File: config.mk
export PLATFORM = sky130hd
export DESIGN_NAME = linear_probe_hash_table_flat
export DESIGN_NICKNAME = d
export VERILOG_FILES = /design/src/hdl/lph_pkg.sv /design/src/hdl/lph_if.sv /design/src/hdl/lph_mod.sv /design/src/hdl/lph_mem.sv /design/src/hdl/lph_ctrl.sv /design/src/hdl/linear_probe_hash_table.sv /design/src/flat_wrapper.sv
export SDC_FILE = /design/constraint.sdc
export NUM_CORES = 2
export LEC_CHECK = 0
export ABC_AREA = 1
export BUFFER_PORTS_ARGS = -buffer_cell sky130_fd_sc_hd__buf_2
export CORE_MARGIN = 10
export CORE_UTILIZATION = 40
export CTS_CLUSTER_SIZE = 40
export DETAILED_ROUTE_END_ITERATION = 10
export SYNTH_ARGS = -nofsm -noshare
export SYNTH_HDL_FRONTEND = slang
export SYNTH_SLANG_ARGS = --single-unit
export TNS_END_PERCENT = 100
File: constraint.sdc
create_clock -name clk -period 10.4 [get_ports clk]
set_clock_uncertainty 0.15 [all_clocks]
set_input_delay 0.52 -clock clk [delete_from_list [all_inputs] [get_ports clk]]
set_output_delay 0.52 -clock clk [all_outputs]
set_load 0.02 [all_outputs]
File: src/hdl/lph_pkg.sv
// ----------------------------------------------------------------------------
// lph_pkg
// Types and constants shared by the linear probing hash table modules.
// ----------------------------------------------------------------------------
package lph_pkg;

  localparam int MODE_W   = 2;
  localparam int KEY_W    = 31;
  localparam int VALUE_W  = 64;
  localparam int STATUS_W = 2;
  localparam int SLOT_W   = 5;

  typedef enum logic [MODE_W-1:0] {
    MODE_INSERT = 2'd0,
    MODE_SEARCH = 2'd1,
    MODE_DELETE = 2'd2
  } mode_t;

  typedef enum logic [1:0] {
    SLOT_EMPTY   = 2'd0,
    SLOT_USED    = 2'd1,
    SLOT_DELETED = 2'd2
  } slot_st_t;

  typedef enum logic [STATUS_W-1:0] {
    RES_OK        = 2'd0,
    RES_NOT_FOUND = 2'd1,
    RES_FULL      = 2'd2
  } res_code_t;

  typedef enum logic [2:0] {
    ST_CLEAR,
    ST_IDLE,
    ST_HASH,
    ST_PROBE,
    ST_DONE
  } ctrl_state_t;

  typedef struct packed {
    slot_st_t            status;
    logic [KEY_W-1:0]    key;
    logic [VALUE_W-1:0]  value;
  } entry_t;

  typedef struct packed {
    res_code_t           status;
    logic [SLOT_W-1:0]   slot;
    logic [VALUE_W-1:0]  found_value;
  } result_t;

  typedef struct packed {
    logic                start;
    logic [KEY_W-1:0]    key;
  } mod_req_t;

endpackage

File: src/hdl/lph_if.sv
// ----------------------------------------------------------------------------
// lph_in_if / lph_out_if
// Valid/ready channels for operation words and result words.
// ----------------------------------------------------------------------------
interface lph_in_if;
  logic                         valid;
  logic                         ready;
  logic [lph_pkg::MODE_W-1:0]   mode;
  logic [lph_pkg::KEY_W-1:0]    key;
  logic [lph_pkg::VALUE_W-1:0]  value;

  modport source (output valid, output mode, output key, output value, input ready);
  modport sink (input valid, input mode, input key, input value, output ready);
endinterface

interface lph_out_if;
  logic                          valid;
  logic                          ready;
  logic [lph_pkg::STATUS_W-1:0]  status;
  logic [lph_pkg::SLOT_W-1:0]    slot;
  logic [lph_pkg::VALUE_W-1:0]   found_value;

  modport source (output valid, output status, output slot, output found_value,
                  input ready);
  modport sink (input valid, input status, input slot, input found_value,
                output ready);
endinterface

File: src/hdl/lph_mod.sv
// ----------------------------------------------------------------------------
// lph_mod
// Home slot unit: key modulo SLOTS by pipelined reciprocal multiplication,
// through the product, partial remainder and remainder registers.
// ----------------------------------------------------------------------------
module lph_mod #(
  parameter int SLOTS = 32,
  parameter int AW    = $clog2(SLOTS)
) (
  input  logic                clk,
  input  logic                rst_n,
  input  lph_pkg::mod_req_t   req,
  output logic                done,
  output logic [AW-1:0]       rem
);

  localparam int          SHIFT    = lph_pkg::KEY_W + AW;
  localparam int          PROD_W   = 2 * lph_pkg::KEY_W + 1;
  localparam logic [63:0] RECIP_64 = (64'd1 << SHIFT) / 64'(SLOTS);
  // The reciprocal floor(2^SHIFT / SLOTS) always fits in KEY_W + 1 bits.
  localparam logic [lph_pkg::KEY_W:0] RECIP   = RECIP_64[lph_pkg::KEY_W:0];
  localparam logic [AW:0]             SLOTS_C = (AW + 1)'(SLOTS);

  logic [lph_pkg::KEY_W-1:0] key_r;
  logic [PROD_W-1:0]         prod_r;
  logic [PROD_W-1:0]         prod_nxt;
  logic [AW:0]               part_r;
  logic [AW:0]               part_nxt;
  logic [AW-1:0]             rem_r;
  logic [AW-1:0]             rem_nxt;
  logic [2:0]                stage_r;
  logic                      done_r;

  // The estimated quotient is low by at most one, so the partial remainder
  // lies below 2 * SLOTS and only its low AW + 1 bits are needed.
  always_comb begin
    logic [AW:0] quo_lo;
    logic [AW:0] back_lo;
    prod_nxt = PROD_W'(key_r) * PROD_W'(RECIP);
    quo_lo   = (AW + 1)'(prod_r >> SHIFT);
    back_lo  = (AW + 1)'(quo_lo * SLOTS_C);
    part_nxt = key_r[AW:0] - back_lo;
    rem_nxt  = (part_r >= SLOTS_C) ? AW'(part_r - SLOTS_C) : part_r[AW-1:0];
  end

  always_ff @(posedge clk) begin
    if (!rst_n) begin
      stage_r <= '0;
      done_r  <= 1'b0;
    end else begin
      stage_r <= {stage_r[1:0], req.start};
      done_r  <= stage_r[2];
    end
  end

  always_ff @(posedge clk) begin
    if (req.start) begin
      key_r <= req.key;
    end
    prod_r <= prod_nxt;
    part_r <= part_nxt;
    if (stage_r[2]) begin
      rem_r <= rem_nxt;
    end
  end

  assign done = done_r;
  assign rem  = rem_r;

endmodule

File: src/hdl/lph_mem.sv
// ----------------------------------------------------------------------------
// lph_mem
// Slot table: one write port and one registered read port.
// ----------------------------------------------------------------------------
module lph_mem #(
  parameter int SLOTS = 32,
  parameter int AW    = $clog2(SLOTS)
) (
  input  logic              clk,
  input  logic              we,
  input  logic [AW-1:0]     waddr,
  input  lph_pkg::entry_t   wdata,
  input  logic [AW-1:0]     raddr,
  output lph_pkg::entry_t   rdata
);

  lph_pkg::entry_t mem [SLOTS];
  lph_pkg::entry_t rdata_r;

  always_ff @(posedge clk) begin
    if (we) begin
      mem[waddr] <= wdata;
    end
    rdata_r <= mem[raddr];
  end

  assign rdata = rdata_r;

endmodule

File: src/hdl/lph_ctrl.sv
// ----------------------------------------------------------------------------
// lph_ctrl
// Probe sequencer: clears the table, walks the probe chain one slot a cycle,
// updates the hit slot and holds the result word until it is taken.
// ----------------------------------------------------------------------------
module lph_ctrl #(
  parameter int SLOTS = 32,
  parameter int AW    = $clog2(SLOTS)
) (
  input  logic               clk,
  input  logic               rst_n,
  lph_in_if.sink             in_chan,
  lph_out_if.source          out_chan,
  output lph_pkg::mod_req_t  mod_req,
  input  logic               mod_done,
  input  logic [AW-1:0]      mod_rem,
  output logic               mem_we,
  output logic [AW-1:0]      mem_waddr,
  output lph_pkg::entry_t    mem_wdata,
  output logic [AW-1:0]      mem_raddr,
  input  lph_pkg::entry_t    mem_rdata
);

  localparam int          SW   = lph_pkg::SLOT_W;
  localparam logic [AW-1:0] LAST = AW'(SLOTS - 1);

  lph_pkg::ctrl_state_t state_r, state_nxt;
  logic [AW-1:0]        idx_r, idx_nxt;
  logic [AW-1:0]        cnt_r, cnt_nxt;
  logic                 out_valid_r, out_valid_nxt;
  lph_pkg::result_t     out_res_r, out_res_nxt;
  lph_pkg::result_t     res_r, res_nxt;
  lph_pkg::mode_t       mode_r, mode_nxt;
  logic [lph_pkg::KEY_W-1:0]   key_r, key_nxt;
  logic [lph_pkg::VALUE_W-1:0] value_r, value_nxt;
  logic [AW-1:0]        idx_inc;

  assign idx_inc = (idx_r == LAST) ? '0 : idx_r + 1'b1;

  always_comb begin
    state_nxt     = state_r;
    idx_nxt       = idx_r;
    cnt_nxt       = cnt_r;
    res_nxt       = res_r;
    mode_nxt      = mode_r;
    key_nxt       = key_r;
    value_nxt     = value_r;
    out_res_nxt   = out_res_r;
    out_valid_nxt = out_valid_r && !out_chan.ready;
    in_chan.ready = 1'b0;
    mod_req.start = 1'b0;
    mod_req.key   = in_chan.key;
    mem_we        = 1'b0;
    mem_waddr     = idx_r;
    mem_wdata     = '{status: lph_pkg::SLOT_EMPTY, key: '0, value: '0};
    // Reads run one slot ahead so that a probe completes every cycle.
    mem_raddr     = idx_inc;

    unique case (state_r)
      lph_pkg::ST_CLEAR: begin
        mem_we    = 1'b1;
        mem_waddr = cnt_r;
        cnt_nxt   = cnt_r + 1'b1;
        if (cnt_r == LAST) begin
          state_nxt = lph_pkg::ST_IDLE;
        end
      end

      lph_pkg::ST_IDLE: begin
        in_chan.ready = 1'b1;
        if (in_chan.valid) begin
          mode_nxt  = lph_pkg::mode_t'(in_chan.mode);
          key_nxt   = in_chan.key;
          value_nxt = in_chan.value;
          unique case (lph_pkg::mode_t'(in_chan.mode))
            lph_pkg::MODE_INSERT, lph_pkg::MODE_SEARCH, lph_pkg::MODE_DELETE: begin
              mod_req.start = 1'b1;
              state_nxt     = lph_pkg::ST_HASH;
            end
            default: begin
              res_nxt   = '{status: lph_pkg::RES_NOT_FOUND, slot: '0, found_value: '0};
              state_nxt = lph_pkg::ST_DONE;
            end
          endcase
        end
      end

      lph_pkg::ST_HASH: begin
        mem_raddr = mod_rem;
        if (mod_done) begin
          idx_nxt   = mod_rem;
          cnt_nxt   = '0;
          state_nxt = lph_pkg::ST_PROBE;
        end
      end

      lph_pkg::ST_PROBE: begin
        idx_nxt = idx_inc;
        cnt_nxt = cnt_r + 1'b1;
        if (mode_r == lph_pkg::MODE_INSERT) begin
          if (mem_rdata.status != lph_pkg::SLOT_USED) begin
            mem_we    = 1'b1;
            mem_wdata = '{status: lph_pkg::SLOT_USED, key: key_r, value: value_r};
            res_nxt   = '{status: lph_pkg::RES_OK, slot: SW'(idx_r), found_value: '0};
            state_nxt = lph_pkg::ST_DONE;
          end else if (cnt_r == LAST) begin
            res_nxt   = '{status: lph_pkg::RES_FULL, slot: '0, found_value: '0};
            state_nxt = lph_pkg::ST_DONE;
          end
        end else begin
          priority if (mem_rdata.status == lph_pkg::SLOT_EMPTY) begin
            res_nxt   = '{status: lph_pkg::RES_NOT_FOUND, slot: '0, found_value: '0};
            state_nxt = lph_pkg::ST_DONE;
          end else if (mem_rdata.status == lph_pkg::SLOT_USED && mem_rdata.key == key_r) begin
            if (mode_r == lph_pkg::MODE_DELETE) begin
              mem_we    = 1'b1;
              mem_wdata = '{status: lph_pkg::SLOT_DELETED, key: mem_rdata.key,
                            value: mem_rdata.value};
            end
            res_nxt   = '{status: lph_pkg::RES_OK, slot: SW'(idx_r),
                          found_value: mem_rdata.value};
            state_nxt = lph_pkg::ST_DONE;
          end else if (cnt_r == LAST) begin
            res_nxt   = '{status: lph_pkg::RES_NOT_FOUND, slot: '0, found_value: '0};
            state_nxt = lph_pkg::ST_DONE;
          end else begin
          end
        end
      end

      lph_pkg::ST_DONE: begin
        if (!out_valid_r || out_chan.ready) begin
          out_valid_nxt = 1'b1;
          out_res_nxt   = res_r;
          state_nxt     = lph_pkg::ST_IDLE;
        end
      end

      default: begin
        state_nxt = lph_pkg::ST_IDLE;
      end
    endcase
  end

  always_ff @(posedge clk) begin
    if (!rst_n) begin
      state_r     <= lph_pkg::ST_CLEAR;
      cnt_r       <= '0;
      out_valid_r <= 1'b0;
    end else begin
      state_r     <= state_nxt;
      cnt_r       <= cnt_nxt;
      out_valid_r <= out_valid_nxt;
    end
  end

  always_ff @(posedge clk) begin
    idx_r     <= idx_nxt;
    res_r     <= res_nxt;
    mode_r    <= mode_nxt;
    key_r     <= key_nxt;
    value_r   <= value_nxt;
    out_res_r <= out_res_nxt;
  end

  assign out_chan.valid       = out_valid_r;
  assign out_chan.status      = out_res_r.status;
  assign out_chan.slot        = out_res_r.slot;
  assign out_chan.found_value = out_res_r.found_value;

  // The table is only written by the clearing pass or at the end of a probe.
  a_write_state: assert property (@(posedge clk) disable iff (!rst_n)
    mem_we |-> (state_r == lph_pkg::ST_CLEAR || state_r == lph_pkg::ST_PROBE))
    else $error("table written outside clearing or probing");

  // The home slot unit only finishes while the sequencer waits for it.
  a_hash_done: assert property (@(posedge clk) disable iff (!rst_n)
    mod_done |-> state_r == lph_pkg::ST_HASH)
    else $error("home slot result arrived outside hashing");

  // A failed operation reports slot zero and a zero payload.
  a_fail_zero: assert property (@(posedge clk) disable iff (!rst_n)
    (out_valid_r && out_res_r.status != lph_pkg::RES_OK) |->
      (out_res_r.slot == '0 && out_res_r.found_value == '0))
    else $error("failure result carries a slot or payload");

  // A finished result reaches the output register once it is free.
  a_deliver: assert property (@(posedge clk) disable iff (!rst_n)
    (state_r == lph_pkg::ST_DONE && (!out_valid_r || out_chan.ready)) |=>
      (out_valid_r && state_r == lph_pkg::ST_IDLE))
    else $error("result not delivered to output register");

endmodule

File: src/hdl/linear_probe_hash_table.sv
// ----------------------------------------------------------------------------
// linear_probe_hash_table
// Open-addressing hash table with linear probing and deletion markers.
// ----------------------------------------------------------------------------
// Each input word is an insert, search or delete on a table of SLOTS slots,
// and each produces exactly one result word. After reset the block clears
// the table before it accepts its first word. The home slot unit reduces the
// key modulo SLOTS by a reciprocal multiplication, and the probe walk then
// reads one slot a cycle from the table memory. An unused mode answers
// "not found". A new word is accepted while the last result still waits in
// the output register, and a finished operation waits until that register
// is free.
// ----------------------------------------------------------------------------
module linear_probe_hash_table #(
  parameter int SLOTS = 32
) (
  input  logic       clk,
  input  logic       rst_n,
  lph_in_if.sink     in_chan,
  lph_out_if.source  out_chan
);

  localparam int AW = $clog2(SLOTS);

  lph_pkg::mod_req_t mod_req;
  logic              mod_done;
  logic [AW-1:0]     mod_rem;
  logic              mem_we;
  logic [AW-1:0]     mem_waddr;
  logic [AW-1:0]     mem_raddr;
  lph_pkg::entry_t   mem_wdata;
  lph_pkg::entry_t   mem_rdata;

  lph_mod #(.SLOTS(SLOTS), .AW(AW)) u_mod (
    .clk   (clk),
    .rst_n (rst_n),
    .req   (mod_req),
    .done  (mod_done),
    .rem   (mod_rem)
  );

  lph_mem #(.SLOTS(SLOTS), .AW(AW)) u_mem (
    .clk   (clk),
    .we    (mem_we),
    .waddr (mem_waddr),
    .wdata (mem_wdata),
    .raddr (mem_raddr),
    .rdata (mem_rdata)
  );

  lph_ctrl #(.SLOTS(SLOTS), .AW(AW)) u_ctrl (
    .clk       (clk),
    .rst_n     (rst_n),
    .in_chan   (in_chan),
    .out_chan  (out_chan),
    .mod_req   (mod_req),
    .mod_done  (mod_done),
    .mod_rem   (mod_rem),
    .mem_we    (mem_we),
    .mem_waddr (mem_waddr),
    .mem_wdata (mem_wdata),
    .mem_raddr (mem_raddr),
    .mem_rdata (mem_rdata)
  );

endmodule
File: src/flat_wrapper.sv
// flat-port wrapper written by rule: the top's interface ports become plain ports
module linear_probe_hash_table_flat 
#(
  parameter int SLOTS = 32
)
  (clk, rst_n, in_chan_valid, in_chan_mode, in_chan_key, in_chan_value, in_chan_ready, out_chan_valid, out_chan_status, out_chan_slot, out_chan_found_value, out_chan_ready);
  lph_in_if in_chan_i ();
  lph_out_if out_chan_i ();
  input  logic clk;
  input  logic rst_n;
  input wire logic [$bits(in_chan_i.valid)-1:0] in_chan_valid;
  input wire logic [$bits(in_chan_i.mode)-1:0] in_chan_mode;
  input wire logic [$bits(in_chan_i.key)-1:0] in_chan_key;
  input wire logic [$bits(in_chan_i.value)-1:0] in_chan_value;
  output wire logic [$bits(in_chan_i.ready)-1:0] in_chan_ready;
  output wire logic [$bits(out_chan_i.valid)-1:0] out_chan_valid;
  output wire logic [$bits(out_chan_i.status)-1:0] out_chan_status;
  output wire logic [$bits(out_chan_i.slot)-1:0] out_chan_slot;
  output wire logic [$bits(out_chan_i.found_value)-1:0] out_chan_found_value;
  input wire logic [$bits(out_chan_i.ready)-1:0] out_chan_ready;
  assign in_chan_i.valid = in_chan_valid;
  assign in_chan_i.mode = in_chan_mode;
  assign in_chan_i.key = in_chan_key;
  assign in_chan_i.value = in_chan_value;
  assign in_chan_ready = in_chan_i.ready;
  assign out_chan_valid = out_chan_i.valid;
  assign out_chan_status = out_chan_i.status;
  assign out_chan_slot = out_chan_i.slot;
  assign out_chan_found_value = out_chan_i.found_value;
  assign out_chan_i.ready = out_chan_ready;
  linear_probe_hash_table #(.SLOTS(SLOTS)) u_core (.clk(clk), .rst_n(rst_n), .in_chan(in_chan_i), .out_chan(out_chan_i));
endmodule
==> out/results.txt <==
The layout has 30000 filler cells. The number of global-route vias before repair is 86200. The setup slack after layout is 4.86 ns. The power density relative to cell area was 233 nW/µm²; the max-slew violation total from the final report was 0. The total power after layout is 35.8 mW, and the number of port buffers is 173. The analysis attributes to cell leakage a power of 51.4 nW. The cell family contributing the most delay on the critical path is simple AND/OR/NAND/NOR gates. The total standard cell area after synthesis is 136000 µm², and the required time of the worst setup path is 10.74 ns.

174 I/O pins were placed. Setup violations remaining at the end of the flow were counted as 0. For this run, the leading register cell type out of synthesis is edfxtp_1.

The critical path goes through xnor2_1, nand2_1, nor2_1, nand2_1, nor2_1, nand2_1, inv_1, nand3_4, nand3_1, nand3_1, nor2_4, buf_4. At the worst endpoint, the arrival time is 5.88 ns. The clock transition at the registers of the reported paths was 0.06 ns.

In this design, the critical path's most frequently occurring cell is nand2_1. Summing all flip-flop and latch instances after layout gives 103000 µm². The depth of the worst hold-timing path is 2.

The number of nets handed over by synthesis was 10800. TritonCTS built the clock tree. In the final layout, the multi-input gates occupy 28900 µm². The most used standard cell by instance count after synthesis is edfxtp_1.

The flow ran to the end, and the final reports show no timing, DRC or antenna violations. The critical path in this run is classified as reg -> reg. The logs give 223 for the pin count of the biggest net entering global routing and 411 mm for the final wirelength. The number of nets in the layout came out at 11000. The initial utilization of the core area, before any placement, comes to 40.2%. STA classifies the critical path startpoint as a flop. For this run, the total global-route usage over all layers was measured as 21.6%. The number of clock buffers added by TritonCTS is 356. For this run, the slowest stage of the critical path takes 1.14 ns. In this run the biggest area consumer among cell types represents 74.3% of the synthesized area.

The final critical-path share of the clock period was 53.3%; the maximum clock frequency was 180 MHz. The die is 603 µm tall. Before CTS, the worst setup slack after placement is 4.87 ns. After the first detailed-routing iteration, the DRC count stood at 11000. The post-synthesis cell count came out at 10700.

Setup repair after global routing left no endpoint under its margin. The post-synthesis register bit count was 3473. The total setup buffers inserted after CTS is 0, and the largest vdd supply drop is 357 µV. In the synthesized netlist the async set-or-reset flop fraction comes to 0%. The average cell area after synthesis was 12.6 µm². After floorplanning, the core was divided into 213 placement rows. The H-tree generated during clock tree synthesis spans 5 levels. Max-cap violations in this run came to 0. The number of cells on the worst reg-to-reg path is 12. After detailed routing, the number of vias per cell comes to 5.67. The clock insertion delay at the later pin of the skew report was 0.90 ns. In this run the tightest slew margin relative to its limit is 8.59%. Final hold violation count: 0.

In this run the deepest clock path goes through 4 buffers. Before antenna repair, the detailed router went through 6 iterations. The wire-length estimate of the detail-placed layout is 209 mm. The cell sitting at the root of the clock tree is a clkbuf_16.

The number of buffers and inverters on the critical path is 2. The die width works out to 603 µm. The floorplan step defined a core boundary enclosing 337000 µm². The worst setup path is captured at a flop. The first global-routing pass estimated 597 mm of wire.

The worst register-to-register path ends at u_core.u_mem.mem[24][75]. Cells with a size suffix above 1 make up 8.72% of the layout. Endpoint of the most critical setup path: u_core.u_mem.mem[24][75].

The tightest min-delay check is of the in -> reg type. Startpoint of the worst-slack reg-to-reg timing path: u_core.u_ctrl.key_r[28]. The worst slack on hold paths was 0.176 ns; the number of unique standard cell types used by synthesis was 30. The largest fanout on the critical path came out at 46. Global routing finished with a remaining overflow of 0. edfxtp_1 takes more of the synthesized area than any other cell. The accumulated negative setup slack is 0 ns, and the count of vias placed by the detailed router is 89000. The share of the Yosys chip area taken by registers is 76.0%. On the critical path, the stage with the largest delay is an instance of nor2_4. For flop-to-flop paths, the worst setup slack is 4.86 ns. The die area is 363000 µm², and the mean routed wirelength per cell is 26.2 µm. The total number of clock tree sinks was 3473. By area the synthesized netlist is led by edfxtp_1 74%, nand3_1 8.4%, nand2_1 7.8%, dfxtp_1 1.7%, o21ai_0 1.6%. The number of flops mapped to enable cells by yosys was 3358; the count of antenna-violating nets left after detailed routing was 0. The initial antenna violation count is 7, and the pin slew with the least headroom to its limit is 1.37 ns.

Routability-driven placement finished with a final weighted congestion of 0.827. The tools report the count of synthesis-stage warnings from yosys as 0. The commonest cells after synthesis are 3358 x edfxtp_1, 2810 x nand2_1, 2282 x nand3_1. For this run, the share of the core covered by cells in the final layout is 45.5%.

The clock period minus worst slack was 5.54 ns; the final routed DRC violation total was 0. The most critical setup path has its startpoint at u_core.u_ctrl.key_r[28]. The layout overhead on the synthesized area was 13.0%. The critical path crosses 12 cells after its start point.
flip-flops by register name (all words and copies together), names as in the netlist, 31 cells and up:
signal and flops:
u_core.u_ctrl.out_chan.found_value 64, u_core.u_ctrl.key_r 31, u_core.u_mem.mem 3104, u_core.u_ctrl.res_r 71, u_core.u_ctrl.value_r 64, u_core.u_mem.rdata 97
area by class of cell:
class                      count  share of cell area (%)
antenna                        3                 0.00489
inverter                     163                   0.426
clock buffer                 483                    6.41
multi-input combinational   6406                    18.9
timing repair buffer         485                    2.46
sequential                  3473                    67.2
clock inverter               166                   0.956
tap                         4515                    3.68
stage by stage:
step           instances  instance area (µm²)
5_1_grt            15700               153000
4_1_cts            15700               153000
3_5_place_dp       14900               141000
3_3_place_gp       14900               141000
6_report           15700               153000
2_1_floorplan      10700               136000
cell families after synthesis:
kind of cell / after synthesis / share of synthesized area [%]
fa+ha+maj: 4 / 0.0369
simple gates: 5631 / 17.7
buf+inv: 854 / 3.12
flops: 3473 / 76.0
xor+xnor: 13 / 0.0839
compound gates: 758 / 3.09
routing by layer:
layer,part of all wire [%],global-route usage [%],vias up,wire (µm)
met5,0,0,-,0
met3,8.7,3.28,815,35700
li1,-,-,38800,-
met4,4.8,9.57,0,19900
met2,48,35.4,4760,195000
met1,39,28.8,44600,160000
worst min path at each step:
stage / startpoint / slack [ns] / endpoint
floorplan: u_core.u_mod.key_r[0] / 0.17 / u_core.u_mod.part_r[0]
global placement: u_core.u_mod.key_r[2] / 0.24 / u_core.u_mod.part_r[2]
detailed placement: u_core.u_mod.key_r[1] / 0.24 / u_core.u_mod.part_r[1]
CTS: in_chan_value[40] / 0.13 / u_core.u_ctrl.value_r[40]
global route: in_chan_value[45] / 0.16 / u_core.u_ctrl.value_r[45]
finish: in_chan_value[45] / 0.18 / u_core.u_ctrl.value_r[45]
repair_timing:
action	CTS	global route
hold buffers	100	0
setup endpoints to repair	0	0
resized for setup	0	0
hold endpoints to repair	115	0
where the power goes:
part	internal [mW]	switching, mW
Sequential	17.7	0.487
Combinational	1.03	4.13
Clock	7.11	5.35
placed cells by master, fill, tap and decap left out, types with 4 or more instances in the layout:
master,synthesis,final
o22ai_4,0,6
o21ai_1,62,100
xnor2_1,12,12
a22o_1,11,10
clkinv_8,0,6
buf_2,292,173
dlygate4sd3_1,0,100
clkbuf_1,248,89
dfxtp_1,115,115
inv_1,157,156
nor2_4,0,34
edfxtp_1,3358,3358
inv_8,0,5
clkbuf_8,0,32
buf_4,89,187
a21oi_1,26,26
clkbuf_16,0,362
nor3_1,5,5
buf_12,0,25
o21ai_2,3,21
nor2_1,529,495
o211ai_1,26,26
clkinvlp_4,0,8
o21ai_0,421,355
o21ai_4,2,12
clkinv_16,0,4
nand3_1,2282,2280
ha_1,4,4
bufinv_16,0,19
o22ai_1,206,197
inv_6,0,6
clkinv_2,0,60
nand2_1,2810,2810
clkinv_1,2,59
Power figures use the tool's default switching activity.
